==> config.mk <==
export PLATFORM = sky130hd
export DESIGN_NAME = ptw_ctrl
export DESIGN_NICKNAME = d
export VERILOG_FILES = /design/src/rtl/core/ptw_pkg.sv /design/src/rtl/core/ptw_ctrl.sv
export SDC_FILE = /design/constraint.sdc
export NUM_CORES = 1
export LEC_CHECK = 0
export BUFFER_PORTS_ARGS = -buffer_cell sky130_fd_sc_hd__buf_2
export CORE_AREA = 10 10 47 49
export CTS_CLUSTER_SIZE = 8
export DETAILED_ROUTE_END_ITERATION = 12
export DIE_AREA = 0 0 57 59
export GPL_TIMING_DRIVEN = 0
export PLACE_DENSITY_LB_ADDON = 0.3
export REMOVE_ABC_BUFFERS = 1
export SLEW_MARGIN = 30
export SYNTH_ARGS = -nofsm -noshare
export SYNTH_HDL_FRONTEND = slang
export SYNTH_SLANG_ARGS = --single-unit
==> constraint.sdc <==
create_clock -name clk -period 1.1 [get_ports clk]
set_input_delay 0.055 -clock clk [delete_from_list [all_inputs] [get_ports clk]]
set_output_delay 0.055 -clock clk [all_outputs]
set_load 0.01 [all_outputs]
==> src/rtl/core/ptw_pkg.sv <==
// ptw_pkg: shared types, codes and sizes of the pre-order tree walker
// no dependencies; imported by the controller, the datapath and the top level
package ptw_pkg;

  localparam int MAX_NODES = 256;
  localparam int NODE_W    = 8;
  localparam int ADDR_W    = $clog2(MAX_NODES);
  localparam int CNT_W     = 2;
  localparam int IN_DATA_W = 40;
  localparam int IN_USER_W = 2;

  typedef logic [NODE_W-1:0] node_idx_t;
  typedef logic [CNT_W-1:0]  cnt_t;

  localparam cnt_t CNT_ZERO  = 2'd0;
  localparam cnt_t CNT_ONE   = 2'd1;
  localparam cnt_t CNT_TWO   = 2'd2;
  localparam cnt_t CNT_THREE = 2'd3;

  typedef enum logic [1:0] {
    FUNC_LOAD    = 2'd0,
    FUNC_RESTART = 2'd1,
    FUNC_NEXT    = 2'd2
  } func_e_t;

  typedef enum logic [1:0] {
    ST_IDLE,
    ST_READ,
    ST_EVAL
  } state_t;

  // one row of the node tables
  typedef struct packed {
    node_idx_t parent;
    node_idx_t right;
    logic      leaf;
    node_idx_t left;
  } node_t;

  // load request fields as they arrive on the input channel
  typedef struct packed {
    node_idx_t parent_link;
    node_idx_t right_link;
    logic      has_left;
    node_idx_t left_link;
    node_idx_t node_index;
  } load_t;

  // controller to datapath
  typedef struct packed {
    logic load;
    logic restart;
    logic rd;
    logic commit;
    logic emit_end;
  } cmd_t;

  // datapath to controller
  typedef struct packed {
    logic out_full;
    logic end_now;
    logic first_visit;
  } stat_t;

  function automatic logic in_range(input node_idx_t idx);
    return {1'b0, idx} < (NODE_W + 1)'(MAX_NODES);
  endfunction

endpackage

==> src/rtl/core/ptw_ctrl.sv <==
// ptw_ctrl: sequencer of the walker, a read state and an evaluate state per visit
// depends on ptw_pkg
module ptw_ctrl import ptw_pkg::*; (
  input  logic    clk,
  input  logic    rst_n,
  input  logic    in_tvalid,
  output logic    in_tready,
  input  func_e_t func,
  input  stat_t   stat,
  output cmd_t    cmd
);

  state_t state_r, state_nxt;

  always_ff @(posedge clk) begin
    if (!rst_n) begin
      state_r <= ST_IDLE;
    end else begin
      state_r <= state_nxt;
    end
  end

  always_comb begin
    state_nxt = state_r;
    cmd       = '0;
    in_tready = 1'b0;
    case (state_r)
      ST_IDLE: begin
        in_tready = 1'b1;
        if (in_tvalid) begin
          case (func)
            FUNC_LOAD:    cmd.load = 1'b1;
            FUNC_RESTART: cmd.restart = 1'b1;
            FUNC_NEXT:    state_nxt = ST_READ;
            default:      ;
          endcase
        end
      end
      ST_READ: begin
        cmd.rd    = 1'b1;
        state_nxt = ST_EVAL;
      end
      ST_EVAL: begin
        // hold while the previous result is still unclaimed
        if (!stat.out_full) begin
          if (stat.end_now) begin
            cmd.emit_end = 1'b1;
            state_nxt    = ST_IDLE;
          end else begin
            cmd.commit = 1'b1;
            state_nxt  = stat.first_visit ? ST_IDLE : ST_READ;
          end
        end
      end
      default: state_nxt = ST_IDLE;
    endcase
  end

endmodule

==> results.py, run 1 <==
metrics = {
    "cts": {
        "cts_buffer_depth": 2,
        "htreeDepth": 1,
        "insertion_delay_ps": 220,
        "cts_made_buffers": 3,
        "cts_tree": "built",
        "cts_hold_buf": 0,
        "root_buffer": "clkbuf_4",
        "clk_pin_slew_ps": 30,
        "cts.sinks": 2,
    },
    "critical_path": {
        "worst_ep_arrival_time_ps": 1020,
        "r2r_setup_slack_ps": 40,
        "required_ps": 1040,
        "r2r_end": "state_r[0]",
        "worst_setup_path_end_kind": "primary output",
        "cp_slowest_cell": "dfxtp_4",
        "critical_path.max_stage_delay_ps": 360,
        "reg2regPathDepth": 2,
        "worst-setup-path-type": "reg2out",
        "start_kind": "flip-flop",
        "critPathMaxFanout": 7,
        "crit_chain": "nor4b_2 -> buf_2",
        "rr_startpoint": "state_r[1]",
    },
    "power_and_ir_drop": {
        "p_leak_nw": 0.132,
        "vdd_drop_max_uv": 497,
        "cellPowerDensity_nw_per_um2": 999,
    },
    "sta": {
        "hold_viol": 0,
        "fmax_mhz": 929,
        "grt_setup_unrepaired": "yes",
        "period_share_pct": 97.9,
        "fin_crit_ps": 1080,
        "clock_skew_ps": 0.688,
        "worstMarginPinSlew_ps": 210,
        "holdWs_ps": 67.6,
        "setup_viol": 0,
        "max_slew_margin_pct": 85.8,
        "maxSlewViolCount": 0,
    },
    "hold_path": {
        "hp-class": "in2reg",
        "hold_end": "state_r[1]",
        "hold_depth": 2,
        "hold_start": "rst_n",
    },
    "floorplanning": {
        "die_h_um": 59,
        "ios": 14,
        "start_util_pct": 11.1,
        "core_sq_um": 1400,
        "row_count": 14,
        "die-area_sq_um": 3360,
        "dieWidth_um": 57,
    },
    "cells_and_area": {
        "area_growth_pct": 87.1,
        "regMostFlops": "state_r",
        "antenna_cells": 0,
        "final_util_pct": 20.7,
        "largest_reg_flops": 2,
        "layout-drive-gt1-share_pct": 77.4,
        "top_regs": "state_r x2",
        "nNetsFinal": 41,
    },
    "run_status": {
        "status": "finished, final reports clean",
    },
    "global_routing": {
        "grt_start_max_net_pins": 10,
        "grt_pass1_vias": 220,
        "grt_usage_pct": 4.18,
        "grt_pass1_wl_um": 1030,
        "overflow": 0,
        "antenna_found_initial": 0,
    },
    "placement": {
        "gp_congestion": 0.718,
        "port_buffers": 13,
        "hpwl_um": 502,
    },
    "yosys": {
        "synth_cell_types": 14,
        "synth_area_sq_um": 155,
        "yosysSeqAreaShare_pct": 25.8,
        "avgSynthCellArea_sq_um": 9.70,
        "yosysWarnings": 0,
        "ys_ff_latch": 2,
        "synthCells": 16,
    },
    "detailed_routing": {
        "via_per_inst": 3.91,
        "drc": 0,
        "avgRoutedWirePerCell_um": 13.4,
        "final_antenna_net_count": 0,
        "drtPass1Iterations": 1,
        "wl_um": 631,
        "vias": 184,
        "drtIter0Drc": 0,
    },
    "job": {
        "maxCapViolCount": 0,
    },
}
-- how the worst max path moves through the flow --
stage / slack, ps / cells past startpoint / endpoint / from
after floorplan: 100 / 2 / state_r[0] / state_r[1]
after global placement: -5 / 2 / state_r[0] / state_r[1]
after detailed placement: 7 / 2 / state_r[0] / state_r[1]
after CTS: 6 / 3 / cmd[3] / state_r[0]
after global routing: -40 / 3 / cmd[3] / state_r[0]
final: 20 / 2 / cmd[1] / state_r[0]
-- per-layer routing --
layer,routed length (um),GRT usage (%),vias up,part of all wire (%)
li1,-,-,94,-
met1,414,5.89,76,66
met2,136,3.26,14,22
met3,80,5.58,0,13
met4,0,0,0,0
met5,0,0,-,0
-- synthesized netlist by cell type --
cell,number,share of area (%)
dfxtp_1,2,26
nor2_1,2,4.8
a21oi_1,1,3.2
and2b_1,1,4.8
and3b_2,1,6.5
and4b_2,1,7.3
and4bb_2,1,8.1
buf_4,1,4.8
nand2b_1,1,4.0
nor4b_1,1,5.6
nor4bb_1,1,6.5
o21a_1,1,4.8
or4b_1,1,6.5
or4bb_1,1,7.3
-- cells by family after synthesis --
kind of cell | synth area share [%]
buffers and inverters | 4.84
AND/OR/NAND/NOR | 61.3
flip-flops | 25.8
AO/OA/AOI/OAI | 8.06
-- worst max-delay path, delay by kind of cell (launching register included) --
family                 cells  cell delay (ps)
flip-flops                 1              360
AND/OR/NAND/NOR            1              270
buffers and inverters      1              170
-- where the power goes --
part | total (mW) | internal (mW) | switching, mW
Clock | 0.163 | 0.120 | 0.0422
Sequential | 0.0778 | 0.0737 | 0.00406
Combinational | 0.0495 | 0.0278 | 0.0216
-- layout make-up --
type                    instances  area [sq um]
clock buffers                   3          22.5
repair buffers                 13          77.6
fillers                       168          1110
well taps                      16          20.0
multi-input cells              13           125
flip-flops and latches          2          45.0
-- what timing repair did --
action | CTS | global route
buffers inserted | 0 | 0
endpoints found under the setup margin | 4 | 5
pin swaps | 1 | 4
gates resized for setup | 4 | 5
-- metrics by stage --
step | setup TNS [ps] | power [mW] | cells | instance area (sq um) | setup slack [ps]
floorplan | 0 | 0.0952 | 15 | 148 | 98.9
global placement | -4.80 | 0.121 | 44 | 233 | -4.80
detailed placement | 0 | 0.121 | 44 | 233 | 7.27
CTS | 0 | 0.299 | 47 | 270 | 5.62
global route | -135 | 0.316 | 47 | 290 | -37.8
finish | 0 | 0.290 | 47 | 290 | 23.5
-- cells in the final DEF, fill, tap and decap left out, drive strengths merged --
master	count
o21a	1
nand2b	1
nor4bb	1
and3b	1
and4b	1
nor2	2
dfxtp	2
or4b	1
nor4b	1
and4bb	1
or4bb	1
clkbuf	3
and2b	1
a21oi	1
buf	13
(Power assumes the default switching activity.)
==> run 2: changes to the inputs <==
--- a/config.mk
+++ b/config.mk
@@ -13,6 +13,7 @@
 export GPL_TIMING_DRIVEN = 0
 export PLACE_DENSITY_LB_ADDON = 0.3
 export REMOVE_ABC_BUFFERS = 1
+export SETUP_SLACK_MARGIN = 0.05
 export SLEW_MARGIN = 30
 export SYNTH_ARGS = -nofsm -noshare
 export SYNTH_HDL_FRONTEND = slang
==> results.py, run 2 (same netlist as run 1, synthesis figures left out) <==
metrics = {
    "run_status": {
        "status": "finished, final reports clean",
    },
    "critical_path": {
        "worst_ep_arrival_time_ps": 1000,
        "cp_top_family": "flip-flops",
        "cp_slowest_cell": "dfxtp_4",
        "start_kind": "flip-flop",
        "critPathMaxFanout": 7,
        "critical_path.max_stage_delay_ps": 360,
        "worst_setup_path_end_kind": "primary output",
        "r2r_setup_slack_ps": 60,
        "r2r_end": "state_r[0]",
        "reg2regPathDepth": 2,
        "worst-setup-path-type": "reg2out",
        "path_buf_inv": 1,
        "rr_startpoint": "state_r[1]",
        "crit_chain": "nor4bb_1 -> buf_2",
        "required_ps": 1040,
    },
    "cts": {
        "cts_made_buffers": 3,
        "insertion_delay_ps": 220,
        "clk_pin_slew_ps": 30,
        "root_buffer": "clkbuf_4",
        "htreeDepth": 1,
        "cts.sinks": 2,
        "cts_buffer_depth": 2,
        "post_cts_buffers": 0,
        "cts_tree": "built",
        "cts_hold_buf": 0,
    },
    "cells_and_area": {
        "layout-drive-gt1-share_pct": 77.4,
        "antenna_cells": 0,
        "nNetsFinal": 41,
        "layout_commonest_cell": "buf_2",
        "top_regs": "state_r x2",
        "ff_latch_area_sq_um": 47.5,
        "design_area_sq_um": 293,
        "area_growth_pct": 88.7,
        "multiInputGateArea_sq_um": 125,
        "fillers": 169,
        "final_cell_mix": "11 x buf_2, 3 x clkbuf_4, 2 x buf_6, 2 x dfxtp_4",
        "largest_reg_flops": 2,
        "regMostFlops": "state_r",
    },
    "sta": {
        "fin_ws_ps": 40.3,
        "hold_viol": 0,
        "holdWs_ps": 67.4,
        "max_slew_margin_pct": 86.3,
        "setup_viol": 0,
        "grt_setup_unrepaired": "yes",
        "clock_skew_ps": 0.258,
        "fin_crit_ps": 1060,
        "worstMarginPinSlew_ps": 203,
        "period_share_pct": 96.3,
        "fmax_mhz": 944,
        "maxSlewViolCount": 0,
    },
    "power_and_ir_drop": {
        "vdd_drop_max_uv": 536,
        "p_leak_nw": 0.131,
        "total_power_mw": 0.288,
        "cellPowerDensity_nw_per_um2": 985,
    },
    "hold_path": {
        "hold_depth": 2,
        "hp-class": "in2reg",
        "hold_end": "state_r[1]",
        "hold_start": "rst_n",
    },
    "placement": {
        "dpl_worst_slack_ps": 7.27,
        "port_buffers": 13,
        "gp_congestion": 0.718,
        "hpwl_um": 502,
        "post_dp_cell_area_sq_um": 233,
    },
    "detailed_routing": {
        "wl_um": 629,
        "drc": 0,
        "final_antenna_net_count": 0,
        "via_per_inst": 3.89,
        "vias": 183,
        "avgRoutedWirePerCell_um": 13.4,
        "drtIter0Drc": 0,
        "drtPass1Iterations": 1,
    },
    "floorplanning": {
        "die-area_sq_um": 3360,
        "row_count": 14,
        "die_h_um": 59,
        "core_sq_um": 1400,
        "dieWidth_um": 57,
        "start_util_pct": 11.1,
        "ios": 14,
    },
    "global_routing": {
        "grt_start_max_net_pins": 10,
        "grt_usage_pct": 4.18,
        "antenna_found_initial": 0,
        "grt_pass1_vias": 214,
        "overflow": 0,
        "grt_pass1_wl_um": 1010,
    },
    "job": {
        "maxCapViolCount": 0,
    },
}
## run 2: cell counts in the layout (fill, tap and decap cells not counted)
No cell type changed its count.
## run 2: worst register-to-register path: cells and delay by family, from the launching register on
family	cells	cell delay, ps
AOI/OAI and AO/OA	1	130
DFF	1	350
and+or+nand+nor	1	490
## run 2: how the worst max path moves through the flow
stage,to,startpoint,cells after the start
floorplan,state_r[0],state_r[1],2
global placement,state_r[0],state_r[1],2
detailed placement,state_r[0],state_r[1],2
CTS,cmd[0],state_r[0],2
global route,cmd[0],state_r[0],2
finish,cmd[0],state_r[0],2
## run 2: metal layers
| metal | routed length, um | vias up | GRT usage (%) |
|---|---|---|---|
| li1 | - | 94 | - |
| met1 | 389 | 73 | 5.89 |
| met2 | 143 | 16 | 3.26 |
| met3 | 96 | 0 | 5.58 |
| met4 | 0 | 0 | 0 |
| met5 | 0 | - | 0 |
## run 2: repair_timing
item,4_1_cts,5_1_grt
pin swaps,4,2
gates resized for setup,7,3
setup endpoints to repair,6,5
## run 2: through the flow
stage	setup TNS [ps]	util, %	std cells
3_5_place_dp	0	16.6	44
4_1_cts	0	20.1	47
5_1_grt	-65.2	20.9	47
2_1_floorplan	0	-	15
6_report	0	20.9	47
3_3_place_gp	-4.80	16.6	44
## run 2: area by class of cell
class	count	area share, %
Multi-Input combinational cell	13	42.7
Timing Repair Buffer	13	26.5
Sequential cell	2	16.2
Clock buffer	3	7.69
Tap cell	16	6.84
## run 2: report_power, final
part	leakage (nW)	internal (mW)	switching (mW)
combinational	0.0998	0.0283	0.0216
sequential	0.0178	0.0718	0.00407
clock	0.0138	0.120	0.0423
==> run 3: changes to the inputs <==
--- a/config.mk
+++ b/config.mk
@@ -7,11 +7,12 @@
 export LEC_CHECK = 0
 export BUFFER_PORTS_ARGS = -buffer_cell sky130_fd_sc_hd__buf_2
 export CORE_AREA = 10 10 47 49
+export CTS_BUF_LIST = sky130_fd_sc_hd__clkbuf_8 sky130_fd_sc_hd__clkbuf_16
 export CTS_CLUSTER_SIZE = 8
 export DETAILED_ROUTE_END_ITERATION = 12
 export DIE_AREA = 0 0 57 59
 export GPL_TIMING_DRIVEN = 0
-export PLACE_DENSITY_LB_ADDON = 0.3
+export PLACE_DENSITY = 0.39
 export REMOVE_ABC_BUFFERS = 1
 export SETUP_SLACK_MARGIN = 0.05
 export SLEW_MARGIN = 30
==> constraint.sdc (replaced) <==
create_clock -name clk -period 0.9 [get_ports clk]
set_input_delay 0.045 -clock clk [delete_from_list [all_inputs] [get_ports clk]]
set_output_delay 0.045 -clock clk [all_outputs]
set_load 0.01 [all_outputs]
==> results.py, run 3 (same netlist as run 1, synthesis figures left out) <==
metrics = {
    "run_status": {
        "status": "finished, violations left",
        "violations": "setup timing",
    },
    "detailed_routing": {
        "drtIter0Drc": 0,
        "drc": 0,
        "final_antenna_net_count": 0,
        "vias": 201,
        "wl_um": 659,
        "avgRoutedWirePerCell_um": 13.7,
        "via_per_inst": 4.19,
        "drtPass1Iterations": 1,
    },
    "sta": {
        "grt_setup_unrepaired": "yes",
        "finalSetupTns_ps": -751,
        "fin_ws_ps": -137,
        "hold_viol": 0,
        "clock_skew_ps": 0.170,
        "holdWs_ps": 75.5,
        "worstMarginPinSlew_ps": 195,
        "fmax_mhz": 965,
        "fin_crit_ps": 1040,
        "period_share_pct": 115,
        "setup_viol": 8,
        "max_slew_margin_pct": 86.8,
        "maxSlewViolCount": 0,
    },
    "critical_path": {
        "r2r_end": "state_r[0]",
        "r2r_setup_slack_ps": -140,
        "critPathMaxFanout": 9,
        "required_ps": 1030,
        "worst_ep_arrival_time_ps": 1170,
        "reg2regPathDepth": 2,
        "critical_path.max_stage_delay_ps": 460,
        "path_buf_inv": 0,
        "cp_top_family": "simple AND/OR/NAND/NOR gates",
        "crit_chain": "or4b_4 -> a21oi_1",
        "cp_slowest_cell": "or4b_4",
        "worst_setup_path_end_kind": "flip-flop",
        "start_kind": "flip-flop",
        "worst-setup-path-type": "reg2reg",
        "rr_startpoint": "state_r[1]",
    },
    "global_routing": {
        "grt_start_max_net_pins": 10,
        "grt_usage_pct": 4.35,
        "grt_pass1_wl_um": 1070,
        "grt_pass1_vias": 236,
        "antenna_found_initial": 0,
        "overflow": 0,
    },
    "floorplanning": {
        "ios": 14,
        "die-area_sq_um": 3360,
        "die_h_um": 59,
        "core_sq_um": 1400,
        "row_count": 14,
        "start_util_pct": 11.1,
        "dieWidth_um": 57,
    },
    "cells_and_area": {
        "ff_latch_area_sq_um": 47.5,
        "final_cell_mix": "11 x buf_2, 3 x clkbuf_8, 3 x buf_6",
        "regMostFlops": "state_r",
        "largest_reg_flops": 2,
        "top_regs": "state_r x2",
        "antenna_cells": 0,
        "layout_commonest_cell": "buf_2",
        "final_util_pct": 23.0,
        "nNetsFinal": 42,
        "fillers": 165,
        "area_growth_pct": 108,
        "layout-drive-gt1-share_pct": 78.1,
        "finalNonFillerCells": 48,
        "multiInputGateArea_sq_um": 125,
    },
    "hold_path": {
        "hold_start": "rst_n",
        "hold_depth": 2,
        "hold_end": "state_r[1]",
        "hp-class": "in2reg",
    },
    "cts": {
        "cts_buffer_depth": 2,
        "cts.sinks": 2,
        "cts_made_buffers": 3,
        "htreeDepth": 1,
        "cts_tree": "built",
        "insertion_delay_ps": 210,
        "clk_pin_slew_ps": 30,
        "root_buffer": "clkbuf_8",
    },
    "placement": {
        "hpwl_um": 510,
        "port_buffers": 13,
        "dpl_worst_slack_ps": -189,
        "place_inst": 44,
        "gp_congestion": 0.695,
    },
    "power_and_ir_drop": {
        "vdd_drop_max_uv": 801,
        "p_leak_nw": 0.147,
        "cellPowerDensity_nw_per_um2": 1570,
    },
    "job": {
        "maxCapViolCount": 0,
    },
}
run 3: repair_timing:
item / in CTS / in global routing
pin swaps: 7 / 2
setup endpoints to repair: 8 / 8
setup buffers: 1 / 0
endpoints found under the hold margin: 0 / 0
gates resized for setup: 9 / 2
hold buffers: 0 / 0
run 3: layer usage:
layer	GRT usage, %	vias to the layer above	part of all wire (%)
li1	-	98	-
met1	5.18	87	57
met2	3.72	16	25
met3	5.15	0	18
met4	3.02	0	0
met5	0	-	0
run 3: worst register-to-register path, delay by kind of cell, from the launching register on:
| kind | cells | cell delay [ps] |
|---|---|---|
| AND/OR/NAND/NOR | 1 | 460 |
| flip-flops | 1 | 360 |
| AO/OA/AOI/OAI | 1 | 140 |
run 3: cell type report:
type / count / area share [%]
Tap cell: 16 / 6.20
Multi-Input combinational cell: 13 / 38.8
Sequential cell: 2 / 14.7
Clock buffer: 3 / 12.8
Timing Repair Buffer: 14 / 27.5
run 3: stage by stage:
| stage | area, sq um | power, mW |
|---|---|---|
| after global placement | 233 | 0.148 |
| after floorplan | 148 | 0.116 |
| after global routing | 323 | 0.541 |
| after detailed placement | 233 | 0.148 |
| after CTS | 314 | 0.511 |
| final | 323 | 0.508 |
run 3: power by group:
part | switching [mW] | internal, mW
Combinational | 0.0268 | 0.0368
Clock | 0.0684 | 0.283
Sequential | 0.00509 | 0.0878
run 3: how the worst max path moves through the flow:
stage                     startpoint    endpoint  slack [ps]  cells after the start
after global placement    state_r[1]  state_r[0]        -210                      2
after detailed placement  state_r[1]  state_r[0]        -190                      2
after floorplan           state_r[1]  state_r[0]        -100                      2
after CTS                 state_r[1]  state_r[0]        -140                      2
after global routing      state_r[0]      cmd[4]        -180                      3
final                     state_r[1]  state_r[0]        -140                      2
